`config.mk`:
```
export PLATFORM = sky130hd
export DESIGN_NAME = arxsd_front_flat
export DESIGN_NICKNAME = d
export VERILOG_FILES = /design/src/design/arxsd_pkg.sv /design/src/design/arxsd_ifs.sv /design/src/design/arxsd_front.sv /design/src/flat_wrapper.sv
export SDC_FILE = /design/constraint.sdc
export NUM_CORES = 1
export LEC_CHECK = 0
export BUFFER_PORTS_ARGS = -buffer_cell sky130_fd_sc_hd__buf_2
export CORE_MARGIN = 2
export CORE_UTILIZATION = 30
export CTS_CLUSTER_SIZE = 12
export DETAILED_ROUTE_END_ITERATION = 7
export GPL_ROUTABILITY_DRIVEN = 0
export GPL_TIMING_DRIVEN = 0
export MAX_ROUTING_LAYER = met4
export PLACE_DENSITY_LB_ADDON = 0.3
export SYNTH_ARGS = -nofsm -noshare
export SYNTH_HDL_FRONTEND = slang
export SYNTH_SLANG_ARGS = --single-unit
```
`constraint.sdc`:
```
create_clock -name clk -period 1.52 [get_ports clk]
set_clock_uncertainty 0.1 [all_clocks]
set_input_delay 0.076 -clock clk [delete_from_list [all_inputs] [get_ports clk]]
set_output_delay 0.076 -clock clk [all_outputs]
set_load 0.01 [all_outputs]
```
`src/design/arxsd_pkg.sv`:
```
`default_nettype none
package arxsd_pkg;

	localparam int DOUBLE_ROUNDS_DEF = 6;
	localparam int NUM_WORDS = 16;
	localparam int CFG_IDX_W = 3;
	localparam int TAG_BYTES = 16;
	localparam logic [63:0] INIT_MULT = 64'h7477697468617369;
	localparam logic [7:0] NEWLINE = 8'd10;

	localparam logic [1:0] CMD_START = 2'd0;
	localparam logic [1:0] CMD_DATA = 2'd1;
	localparam logic [1:0] CMD_FINISH = 2'd2;

	localparam logic [1:0] KIND_DATA = 2'd0;
	localparam logic [1:0] KIND_TAG = 2'd1;
	localparam logic [1:0] KIND_TERM = 2'd2;

	localparam logic [CFG_IDX_W-1:0] REG_KEY0 = 3'd0;
	localparam logic [CFG_IDX_W-1:0] REG_KEY1 = 3'd1;
	localparam logic [CFG_IDX_W-1:0] REG_KEY2 = 3'd2;
	localparam logic [CFG_IDX_W-1:0] REG_KEY3 = 3'd3;
	localparam logic [CFG_IDX_W-1:0] REG_NONCE0 = 3'd4;
	localparam logic [CFG_IDX_W-1:0] REG_NONCE1 = 3'd5;
	localparam logic [CFG_IDX_W-1:0] REG_DECRYPT = 3'd6;

	typedef logic [63:0] word_t;
	typedef logic [NUM_WORDS-1:0][63:0] state_t;
	typedef logic [3:0][63:0] quad_t;

	typedef enum logic [1:0] {
		OP_START = 2'd0,
		OP_DATA = 2'd1,
		OP_FINISH = 2'd2
	} op_t;

	typedef struct packed {
		op_t op;
		logic [7:0] data;
	} q_item_t;

	typedef struct packed {
		logic [3:0][63:0] key;
		logic [1:0][63:0] nonce;
		logic decrypt;
	} cfg_t;

	typedef struct packed {
		logic perm;
		logic stopped;
	} back_stat_t;

	function automatic word_t rotr(input word_t v, input int unsigned n);
		return (v >> n) | (v << (64 - n));
	endfunction

	function automatic quad_t quarter(input quad_t q);
		word_t a;
		word_t b;
		word_t c;
		word_t d;
		a = q[0];
		b = q[1];
		c = q[2];
		d = q[3];
		a = a + b;
		d = rotr(d ^ a, 32);
		c = c + d;
		b = rotr(b ^ c, 25);
		a = a + b;
		d = rotr(d ^ a, 16);
		c = c + d;
		b = rotr(b ^ c, 11);
		return {d, c, b, a};
	endfunction

endpackage
`default_nettype wire

```
`src/design/arxsd_ifs.sv`:
```
`default_nettype none
interface arxsd_in_if;
	logic valid;
	logic ready;
	logic [1:0] cmd;
	logic [7:0] data_byte;
	modport source(output valid, output cmd, output data_byte, input ready);
	modport sink(input valid, input cmd, input data_byte, output ready);
endinterface

`default_nettype wire

```
`src/design/arxsd_front.sv`:
```
`default_nettype none
module arxsd_front (
	input wire logic clk,
	input wire logic arst_n,
	arxsd_in_if.sink item,
	output arxsd_pkg::q_item_t q_head,
	output logic q_valid,
	input wire logic pop
);
	import arxsd_pkg::*;

	q_item_t ent_q [2];
	logic wr_q;
	logic rd_q;
	logic [1:0] cnt_q;
	logic keep;
	logic push;
	q_item_t new_item;

	always_comb begin
		keep = 1'b1;
		new_item.data = item.data_byte;
		case (item.cmd)
			CMD_START: new_item.op = OP_START;
			CMD_DATA: new_item.op = OP_DATA;
			CMD_FINISH: new_item.op = OP_FINISH;
			default: begin
				new_item.op = OP_START;
				keep = 1'b0;
			end
		endcase
	end

	assign item.ready = (cnt_q != 2'd2);
	assign push = item.valid && item.ready && keep;
	assign q_valid = (cnt_q != 2'd0);
	assign q_head = ent_q[rd_q];

	always_ff @(posedge clk or negedge arst_n) begin
		if (!arst_n) begin
			wr_q <= 1'b0;
			rd_q <= 1'b0;
			cnt_q <= 2'd0;
		end else begin
			if (push) begin
				wr_q <= ~wr_q;
			end
			if (pop) begin
				rd_q <= ~rd_q;
			end
			cnt_q <= 2'(cnt_q + {1'b0, push} - {1'b0, pop});
		end
	end

	always_ff @(posedge clk) begin
		if (push) begin
			ent_q[wr_q] <= new_item;
		end
	end

endmodule
`default_nettype wire

```
`src/flat_wrapper.sv`:
```
// flat-port wrapper written by rule: the top's interface ports become plain ports
module arxsd_front_flat import arxsd_pkg::*;
  (clk, arst_n, q_head, q_valid, pop, item_valid, item_cmd, item_data_byte, item_ready);
  arxsd_in_if item_i ();
  input wire logic clk;
  input wire logic arst_n;
  output arxsd_pkg::q_item_t q_head;
  output logic q_valid;
  input wire logic pop;
  input wire logic [$bits(item_i.valid)-1:0] item_valid;
  input wire logic [$bits(item_i.cmd)-1:0] item_cmd;
  input wire logic [$bits(item_i.data_byte)-1:0] item_data_byte;
  output wire logic [$bits(item_i.ready)-1:0] item_ready;
  assign item_i.valid = item_valid;
  assign item_i.cmd = item_cmd;
  assign item_i.data_byte = item_data_byte;
  assign item_ready = item_i.ready;
  arxsd_front u_core (.clk(clk), .arst_n(arst_n), .item(item_i), .q_head(q_head), .q_valid(q_valid), .pop(pop));
endmodule
```
==> metrics.md, run 1 <==
| Metric | Value |
|---|---|
| Grt total ovfl | 0 |
| Antenna violations before repair | 0 |
| Failing checks | negative setup slack |
| H-Tree Level Count | 1 |
| Pre-CTS WS | -366 ps |
| CP Capture Type | flip-flop |
| Worst slew margin | 0.628 |
| Final Instance Area | 0.00149 mm2 |
| Post-DP Area | 0.00117 mm2 |
| Most frequent cells in the layout | edfxtp_1 (20), buf_2 (15), dlygate4sd3_1 (14) |
| Synth-to-layout area growth | 50.5% |
| Clock-pin slew on the worst setup and hold paths | approximately 130 ps |
| Root buf cell | clkbuf_4 |
| Synth warn | 0 |
| Total GRT Usage | 0.0913 |
| CP arrival | 1470 ps |
| Post-layout min period | 1610 ps |
| Int Pwr | about 1.8 mW |
| Combinational power share | 0.437 |
| # DRC | 0 |
| Layout cells sized above 1 | 0.515 |
| Via density | slightly above 4 |
| Die ar. | around 0.0038 mm2 |
| Initial Util | 0.319 |
| Final hold viol count | 0 |
| WL final | 1680 um |
| Max Slew Vio Count | 0 |
| Post-Syn Area | 991 um2 |
| Core ar. | 0.00310 mm2 |
| Endpoints failing setup | 27 |
| Avg Synthesized Cell Area | 19.1 um2 |
| Clock power frac | 0.178 |
| RSZ-0062 raised after global routing | true |
| Clock buffer count from CTS | 3 |
| NetSw | 690 uW |
| Fin util | 0.481 |
| Leak | 0.619 nW |
| Initial DRT Pass Iterations | 2 |
| Die Wd | 61.5 um |
| Routed wire per std cell | roughly 12 um |
| Worst path required time | 1380 ps |
| Via count | 583 |
| P per Cell Area | 1700 mW/mm2 |
| Peak supply drop | about 1000 uV |
| Worst hold slack | between 30 and 40 ps |
| Sequential power share | 0.385 |
| Final antenna-violating net count | 0 |
| Final worst slack | -85.2 ps |
| Mapped Nets | 67 |
| NumNets Final | 115 |
| Sw frac | 0.272 |
| Worst Path Max Fanout | 10 |
| CTS tree | done |
| Num rows | 20 |
| Slew @ Worst Pin | 558 ps |
| PortBufs | 25 |
| Period utilization | 1.06 |
| Skew-Pair Late Insertion Delay | 310 ps |
| Achievable frequency | roughly 620 MHz |
| Cell variety after synth | 16 |
| Ant. Diodes | 0 |
| Vias in the first global route | 546 |
| Most common cell after layout, fill and taps aside | edfxtp_1 |
| Outcome | complete, but fails checks |
| Setup crit start kind | flip-flop |
| First-pass GRT wire length | between 2000 and 2500 um |
| Power Total | 2.53 mW |
| Largest net degree at the start of global routing | 15 |
| CTS Buffer Depth | 2 |
| DRT iter0 DRCs | 4 |
| Die H | 61.5 um |
| FF+latch count, synth | 24 |
| Post-Syn Instances | 52 |
| Total I/O pin count | 26 |
| Register area share after synthesis | 0.707 |
| Clk sink count | 24 |
| MaxCap Viol Count | 0 |
| Worst min path class | input pin to flip-flop |
| Critical path class | flip-flop to flip-flop |
## area by class of cell
cell class / count / area (um2)
Tap cell: 44 / 55.1
Timing Repair Buffer: 43 / 379
Multi-Input combinational cell: 25 / 280
Inverter: 2 / 7.51
Buffer: 1 / 15.0
Fill cell: 282 / 1610
Sequential cell: 24 / 702
Clock inverter: 1 / 30.0
Clock buffer: 3 / 22.5
## synth_stat cells
master	n	share of area
ha_1	1	0.013
dfrtp_1	4	0.10
nand3_2	1	0.010
nor2b_1	2	0.013
nor2_1	2	0.0076
inv_1	2	0.0076
xor2_1	3	0.027
nand2b_4	1	0.014
edfxtp_1	20	0.61
or2_2	1	0.0063
buf_6	1	0.011
nand2_1	1	0.0038
nand4b_2	1	0.015
xnor2_1	2	0.018
mux2_1	1	0.011
mux2_4	9	0.14
## per-layer routing
layer | track usage | share of wire | vias to the layer above
met5 | - | 0 | -
met3 | 0.0441 | 0.061 | 2
met1 | 0.0973 | 0.43 | 274
met4 | 0.0182 | 0.0077 | 0
li1 | - | - | 284
met2 | 0.155 | 0.50 | 23
## stage by stage
step                      setup TNS [ps]  std cells
after global routing               -3550        143
after detailed placement           -6900        121
after CTS                          -2220        141
after global placement             -6500        121
final                              -1520        143
after floorplan                    -1090         52
## logic make-up (layout without fill, tap and decap cells)
family        count (synthesis)  after routing  share of synthesized area
xor+xnor                      5              5                     0.0442
fa+ha+maj                     1              1                     0.0126
buf+inv                       3             50                     0.0189
flops                        24             24                      0.707
mux                          10             10                      0.148
simple gates                  9              9                     0.0694
## power by group through the flow
stage	sequential [mW]	clock, mW	combinational, mW
floorplan	0.955	0	0.572
detailed placement	0.975	0	0.794
finish	0.976	0.450	1.11
global placement	0.966	0	0.778
global route	0.990	0.495	1.19
CTS	0.961	0.466	0.879
## final timing paths
path	slack (ps)	to	cells past startpoint	start
worst max register to register	-90	u_core.ent_q[0][9]	3	u_core.cnt_q[1]
worst max-delay path	-90	u_core.ent_q[0][9]	3	u_core.cnt_q[1]
min in group asynchronous	550	u_core.cnt_q[0]	3	arst_n
worst min-delay path	30	u_core.ent_q[1][8]	2	item_cmd[0]
max in group asynchronous	570	u_core.rd_q	3	arst_n
worst min register to register	440	u_core.wr_q	1	u_core.wr_q
## what timing repair did
item                                    CTS  global route
gates cloned                              0             1
endpoints found under the setup margin   29            30
setup buffers                             2             1
hold endpoints to repair                 27             0
gates resized for setup                   3            14
pin swaps                                 0             0
hold buffers                             14             0
## sequential cells by signal (all words and copies together), names as in the netlist
signal	count
u_core.cnt_q	2
u_core.ent_q	20
u_core.rd_q	1
u_core.wr_q	1
## critical path, cell delays in order (launching register included)
cell	delay, ps
dfrtp_1	450
nand2b_4	100
nand3_2	140
nor2_2	470
Note: power is estimated with default switching activity, not from simulation.
==> inputs of run 2 (changes only) <==
==> constraint.sdc (replaced) <==
create_clock -name clk -period 1.52 [get_ports clk]
set_clock_uncertainty 0.1 [all_clocks]
set_input_delay 0.228 -clock clk [delete_from_list [all_inputs] [get_ports clk]]
set_output_delay 0.228 -clock clk [all_outputs]
set_load 0.01 [all_outputs]
==> run 2 against run 1 <==
Effect of this change: the run still ends with negative setup slack left; critical endpoint is now q_head[2]; setup slack lost 31 ps; maximum frequency shrank 1.9%; clock-buffer cell count is the same; core utilization shrank 0.77 points.
==> metrics.md, run 2 (synthesis results as in run 1) <==
| Metric | Value |
|---|---|
| Max reg flops | 20 (unchanged) |
| Routed wire per std cell | 11.6 um (was 11.7 um) |
| Die ar. | 0.00378 mm2 (unchanged) |
| Sequential power share | 0.382 (was 0.385) |
| P per Cell Area | 1720 mW/mm2 (was 1700 mW/mm2) |
| Total I/O pin count | 26 (unchanged) |
| Post-layout min period | 1640 ps (was 1610 ps) |
| Setup crit start kind | flip-flop (unchanged) |
| Skew-Pair Late Insertion Delay | 300 ps (was 310 ps) |
| Layout cells sized above 1 | 0.526 (was 0.515) |
| Num rows | 20 (unchanged) |
| First-pass GRT wire length | 2480 um (was 2330 um) |
| Die Wd | 61.5 um (unchanged) |
| Pre-CTS WS | -366 ps (unchanged) |
| NumNets Final | 111 (was 115) |
| Most frequent cells in the layout | edfxtp_1 (20), buf_2 (14), buf_6 (11) (was edfxtp_1 (20), buf_2 (15), dlygate4sd3_1 (14)) |
| R2R setup slack | 130 ps (was -90 ps) |
| Final worst slack | -117 ps (was -85.2 ps) |
| Worst min path class | input pin to flip-flop (unchanged) |
| Final antenna-violating net count | 0 (unchanged) |
| Power Total | 2.52 mW (was 2.53 mW) |
| Ant. Diodes | 0 (unchanged) |
| NetSw | 694 uW (was 690 uW) |
| Period utilization | 1.08 (was 1.06) |
| Final hold viol count | 0 (unchanged) |
| Clk sink count | 24 (unchanged) |
| CP Capture Type | primary output (was flip-flop) |
| Total GRT Usage | 0.0976 (was 0.0913) |
| Via count | 571 (was 583) |
| Endpoints failing setup | 10 (was 27) |
| R2r startpoint | u_core.cnt_q[0] (was u_core.cnt_q[1]) |
| RSZ-0062 raised after global routing | true (unchanged) |
| Clock-pin slew on the worst setup and hold paths | 130 ps (about the same) |
| Initial DRT Pass Iterations | 3 (was 2) |
| DRT iter0 DRCs | 6 (was 4) |
| R2R depth | 3 (unchanged) |
| PortBufs | 25 (unchanged) |
| H-Tree Level Count | 1 (unchanged) |
| Peak supply drop | 929 uV (was 1020 uV) |
| Grt total ovfl | 0 (unchanged) |
| Sw frac | 0.275 (was 0.272) |
| Worst slew margin | 0.784 (was 0.628) |
| Core ar. | 0.00310 mm2 (unchanged) |
| Combinational power share | 0.441 (was 0.437) |
| Biggest register | u_core.ent_q (unchanged) |
| Largest regs | u_core.ent_q (20), u_core.cnt_q (2) (unchanged) |
| MaxCap Viol Count | 0 (unchanged) |
| Int Pwr | 1.83 mW (was 1.84 mW) |
| FF-to-FF End | u_core.ent_q[1][9] (was u_core.ent_q[0][9]) |
| TNS Setup | -1090 ps (was -1520 ps) |
| Worst path required time | 1190 ps (was 1380 ps) |
| CTS Buffer Depth | 2 (unchanged) |
| Most common cell after layout, fill and taps aside | edfxtp_1 (unchanged) |
| Die H | 61.5 um (unchanged) |
| CP arrival | 1310 ps (was 1470 ps) |
| Largest net degree at the start of global routing | 15 (unchanged) |
| Critical path class | flip-flop to primary output (was flip-flop to flip-flop) |
| Critical path destination | q_head[2] (was u_core.ent_q[0][9]) |
| WL final | 1610 um (was 1680 um) |
| Failing checks | negative setup slack (unchanged) |
| Via density | 4.11 (was 4.08) |
| Outcome | complete, but fails checks (unchanged) |
| # DRC | 0 (unchanged) |
| Slew @ Worst Pin | 324 ps (was 558 ps) |
| Max Slew Vio Count | 0 (unchanged) |
| Clock power frac | 0.178 (about the same) |
| Leak | 0.603 nW (was 0.619 nW) |
| Worst Path Max Fanout | 10 (unchanged) |
| Clock buffer count from CTS | 3 (unchanged) |
| Synth-to-layout area growth | 48.1% (was 50.5%) |
| CTS tree | done (unchanged) |
| Crit path from | u_core.rd_q (was u_core.cnt_q[1]) |
| Initial Util | 0.319 (unchanged) |
| Antenna violations before repair | 0 (unchanged) |
| Root buf cell | clkbuf_4 (unchanged) |
| Achievable frequency | 611 MHz (was 623 MHz) |
| Vias in the first global route | 575 (was 546) |
run 2: critical path, stage by stage, from the launching register on:
cell and delay (ps):
dfrtp_1 420, buf_8 160, mux2_4 300, buf_6 120
run 2: how the worst min path moves through the flow:
| stage | end | cells past startpoint | from | slack, ps |
|---|---|---|---|---|
| after global routing | u_core.ent_q[1][8] | 2 | item_cmd[1] | 90 |
| after CTS | u_core.cnt_q[1] | 3 | item_valid | 110 |
| after floorplan | u_core.cnt_q[0] | 0 | arst_n | -170 |
| after detailed placement | u_core.cnt_q[0] | 1 | arst_n | -50 |
| final | u_core.ent_q[1][8] | 2 | item_cmd[1] | 120 |
| after global placement | u_core.cnt_q[0] | 1 | arst_n | -60 |
run 2: timing repair:
| action | CTS | global route |
|---|---|---|
| hold buffers | 10 | 0 |
| endpoints found under the hold margin | 21 | 0 |
| endpoints found under the setup margin | 31 | 14 |
| setup buffers | 3 | 1 |
| pin swaps | 0 | 1 |
| resized for setup | 16 | 3 |
run 2: power groups by stage:
stage / sequential [mW] / combinational, mW / clock (mW)
6_report: 0.963 / 1.11 / 0.448
5_1_grt: 0.975 / 1.20 / 0.499
4_1_cts: 0.964 / 1.07 / 0.466
3_5_place_dp: 0.975 / 0.794 / 0
3_3_place_gp: 0.966 / 0.778 / 0
2_1_floorplan: 0.955 / 0.572 / 0
run 2: final cells by class:
class,count,area [um2]
well taps,44,55.1
clock inverters,1,30.0
fillers,295,1640
clock buffers,3,22.5
repair buffers,39,337
flip-flops and latches,24,701
multi-input cells,25,300
plain buffers,1,15.0
inverters,2,7.51
run 2: through the flow:
step	hold slack [ps]	std cells	util	area, um2
detailed placement	-52.9	121	0.377	1170
global placement	-58.4	121	0.377	1170
finish	118	139	0.473	1470
CTS	108	138	0.461	1430
floorplan	-168	52	-	991
global route	87.3	139	0.473	1470
run 2: routing by layer:
metal / share of wire / GRT usage / vias up / wire length (um)
li1: - / - / 277 / -
met1: 0.41 / 0.104 / 269 / 653
met2: 0.52 / 0.169 / 23 / 833
met3: 0.068 / 0.0441 / 2 / 109
met4: 0.0081 / 0.0182 / 0 / 13
met5: 0 / - / - / 0
==> inputs of run 3 (changes only) <==
Settings changed: SETUP_SLACK_MARGIN from default to 0.02.
==> run 3 against run 2 <==
Effect of this change: the flow still finishes with violations (negative setup slack); core utilization rose by 0.40 points; cell area rose by 0.85%; global-route usage rose by 0.23 points; sequential power barely moved; critical path depth did not move; register-to-register slack got worse by 20 ps; die area did not move; maximum frequency barely moved; clock-buffer cell count did not move; hold slack improved by 1.5 ps; flip-flop and latch count did not move.
==> metrics.md, run 3 (synthesis results as in run 1) <==
| Metric | Value |
|---|---|
| Outcome | complete, but fails checks (unchanged) |
| Failing checks | negative setup slack (unchanged) |
| Vias in the first global route | 586 (was 575) |
| Fin util | 0.477 (was 0.473) |
| Slew @ Worst Pin | 181 ps (was 324 ps) |
| Via count | 581 (was 571) |
| Fill count | 293 (was 295) |
| Die ar. | 0.00378 mm2 (unchanged) |
| Max Slew Vio Count | 0 (unchanged) |
| DRT iter0 DRCs | 10 (was 6) |
| Max reg flops | 20 (unchanged) |
| Crit path from | u_core.rd_q (unchanged) |
| Root buf cell | clkbuf_4 (unchanged) |
| Die Wd | 61.5 um (unchanged) |
| Worst slew margin | 0.880 (was 0.784) |
| R2R depth | 4 (was 3) |
| Power Total | 2.54 mW (was 2.52 mW) |
| NumNets Final | 112 (was 111) |
| Critical path class | flip-flop to primary output (unchanged) |
| Most frequent cells in the layout | edfxtp_1 (20), buf_2 (14), buf_6 (11) (unchanged) |
| Antenna violations before repair | 0 (unchanged) |
| PortBufs | 25 (unchanged) |
| Die H | 61.5 um (unchanged) |
| P per Cell Area | 1720 mW/mm2 (about the same) |
| Hold Crit Depth | 3 (was 2) |
| Routed wire per std cell | 11.6 um (about the same) |
| Endpoints failing setup | 10 (unchanged) |
| CP Capture Type | primary output (unchanged) |
| Biggest register | u_core.ent_q (unchanged) |
| Clock buffer count from CTS | 3 (unchanged) |
| CP arrival | 1310 ps (about the same) |
| Most common cell after layout, fill and taps aside | edfxtp_1 (unchanged) |
| Worst path required time | 1190 ps (about the same) |
| Final antenna-violating net count | 0 (unchanged) |
| Final hold viol count | 0 (unchanged) |
| WL final | 1620 um (was 1610 um) |
| R2R setup slack | 110 ps (was 130 ps) |
| Achievable frequency | 611 MHz (about the same) |
| Peak supply drop | 906 uV (was 929 uV) |
| Setup crit start kind | flip-flop (unchanged) |
| R2r startpoint | u_core.cnt_q[0] (unchanged) |
| Period utilization | 1.08 (about the same) |
| Final worst slack | -116 ps (was -117 ps) |
| Core ar. | 0.00310 mm2 (unchanged) |
| RSZ-0062 raised after global routing | true (unchanged) |
| Skew-Pair Late Insertion Delay | 300 ps (about the same) |
| # DRC | 0 (unchanged) |
| FF-to-FF End | u_core.ent_q[1][9] (unchanged) |
| Multi-input logic area | 293 um2 (was 300 um2) |
| First-pass GRT wire length | 2540 um (was 2480 um) |
| Clock-pin slew on the worst setup and hold paths | 120 ps (was 130 ps) |
| Via density | 4.15 (was 4.11) |
| CTS Buffer Depth | 2 (unchanged) |
| Ant. Diodes | 0 (unchanged) |
| Worst min path class | input pin to flip-flop (unchanged) |
| Layout cells sized above 1 | 0.531 (was 0.526) |
| Leak | 0.611 nW (was 0.603 nW) |
| Initial Util | 0.319 (unchanged) |
| Synth-to-layout area growth | 49.4% (was 48.1%) |
| Largest net degree at the start of global routing | 15 (unchanged) |
| Largest regs | u_core.ent_q (20), u_core.cnt_q (2) (unchanged) |
| H-Tree Level Count | 1 (unchanged) |
| Critical path destination | q_head[2] (unchanged) |
| CTS tree | done (unchanged) |
| Initial DRT Pass Iterations | 3 (unchanged) |
| MaxCap Viol Count | 0 (unchanged) |
| Post-layout min period | 1640 ps (about the same) |
| Worst Path Max Fanout | 10 (unchanged) |
| Clk sink count | 24 (unchanged) |
| Worst hold slack | 120 ps (was 118 ps) |
| Sequential Area | 701 um2 (unchanged) |
| Grt total ovfl | 0 (unchanged) |
| Total GRT Usage | 0.0998 (was 0.0976) |
| Total I/O pin count | 26 (unchanged) |
| Num rows | 20 (unchanged) |
run 3: worst min path at each step:
| stage | endpoint | from |
|---|---|---|
| after floorplan | u_core.cnt_q[0] | arst_n |
| after global placement | u_core.cnt_q[0] | arst_n |
| after detailed placement | u_core.cnt_q[0] | arst_n |
| after CTS | u_core.cnt_q[1] | item_valid |
| after global routing | u_core.ent_q[1][8] | item_cmd[1] |
| final | u_core.cnt_q[1] | item_valid |
run 3: area by class of cell:
cell class	count	area share
Sequential cell	24	0.473
Timing Repair Buffer	40	0.241
Multi-Input combinational cell	25	0.198
Tap cell	44	0.0372
Clock inverter	1	0.0203
Clock buffer	3	0.0152
Buffer	1	0.0101
Inverter	2	0.00507
run 3: power breakdown:
| group | total [mW] | switching [mW] | internal [mW] | leakage [nW] |
|---|---|---|---|---|
| clock network | 0.446 | 0.180 | 0.267 | 0.0279 |
| registers | 0.963 | 0.0808 | 0.882 | 0.232 |
| logic | 1.13 | 0.432 | 0.702 | 0.351 |
| total | 2.54 | 0.692 | 1.85 | 0.611 |
run 3: routing by layer:
layer | up-vias | GRT usage | wire length (um)
met5 | - | - | 0
met4 | 0 | 0.0182 | 13
met3 | 2 | 0.0462 | 101
met2 | 23 | 0.175 | 854
met1 | 278 | 0.104 | 653
li1 | 278 | - | -
run 3: worst max-delay path, cell delays in order (launching register included):
cell and delay [ps]:
dfrtp_1 420, buf_8 160, mux2_4 310, buf_6 120
run 3: metrics by stage:
step | area (um2) | std cells | TNS [ps] | setup WS, ps
6_report | 1480 | 140 | -1080 | -116
5_1_grt | 1480 | 140 | -1700 | -179
4_1_cts | 1440 | 138 | -1290 | -139
3_5_place_dp | 1170 | 121 | -6900 | -366
3_3_place_gp | 1170 | 121 | -6500 | -326
2_1_floorplan | 991 | 52 | -1090 | -54.4
run 3: repair_timing:
item / in CTS / in global routing
pin swaps: 0 / 2
setup endpoints to repair: 31 / 30
resized for setup: 18 / 0
endpoints found under the hold margin: 21 / 0
buffers inserted: 3 / 2
hold buffers: 10 / 0
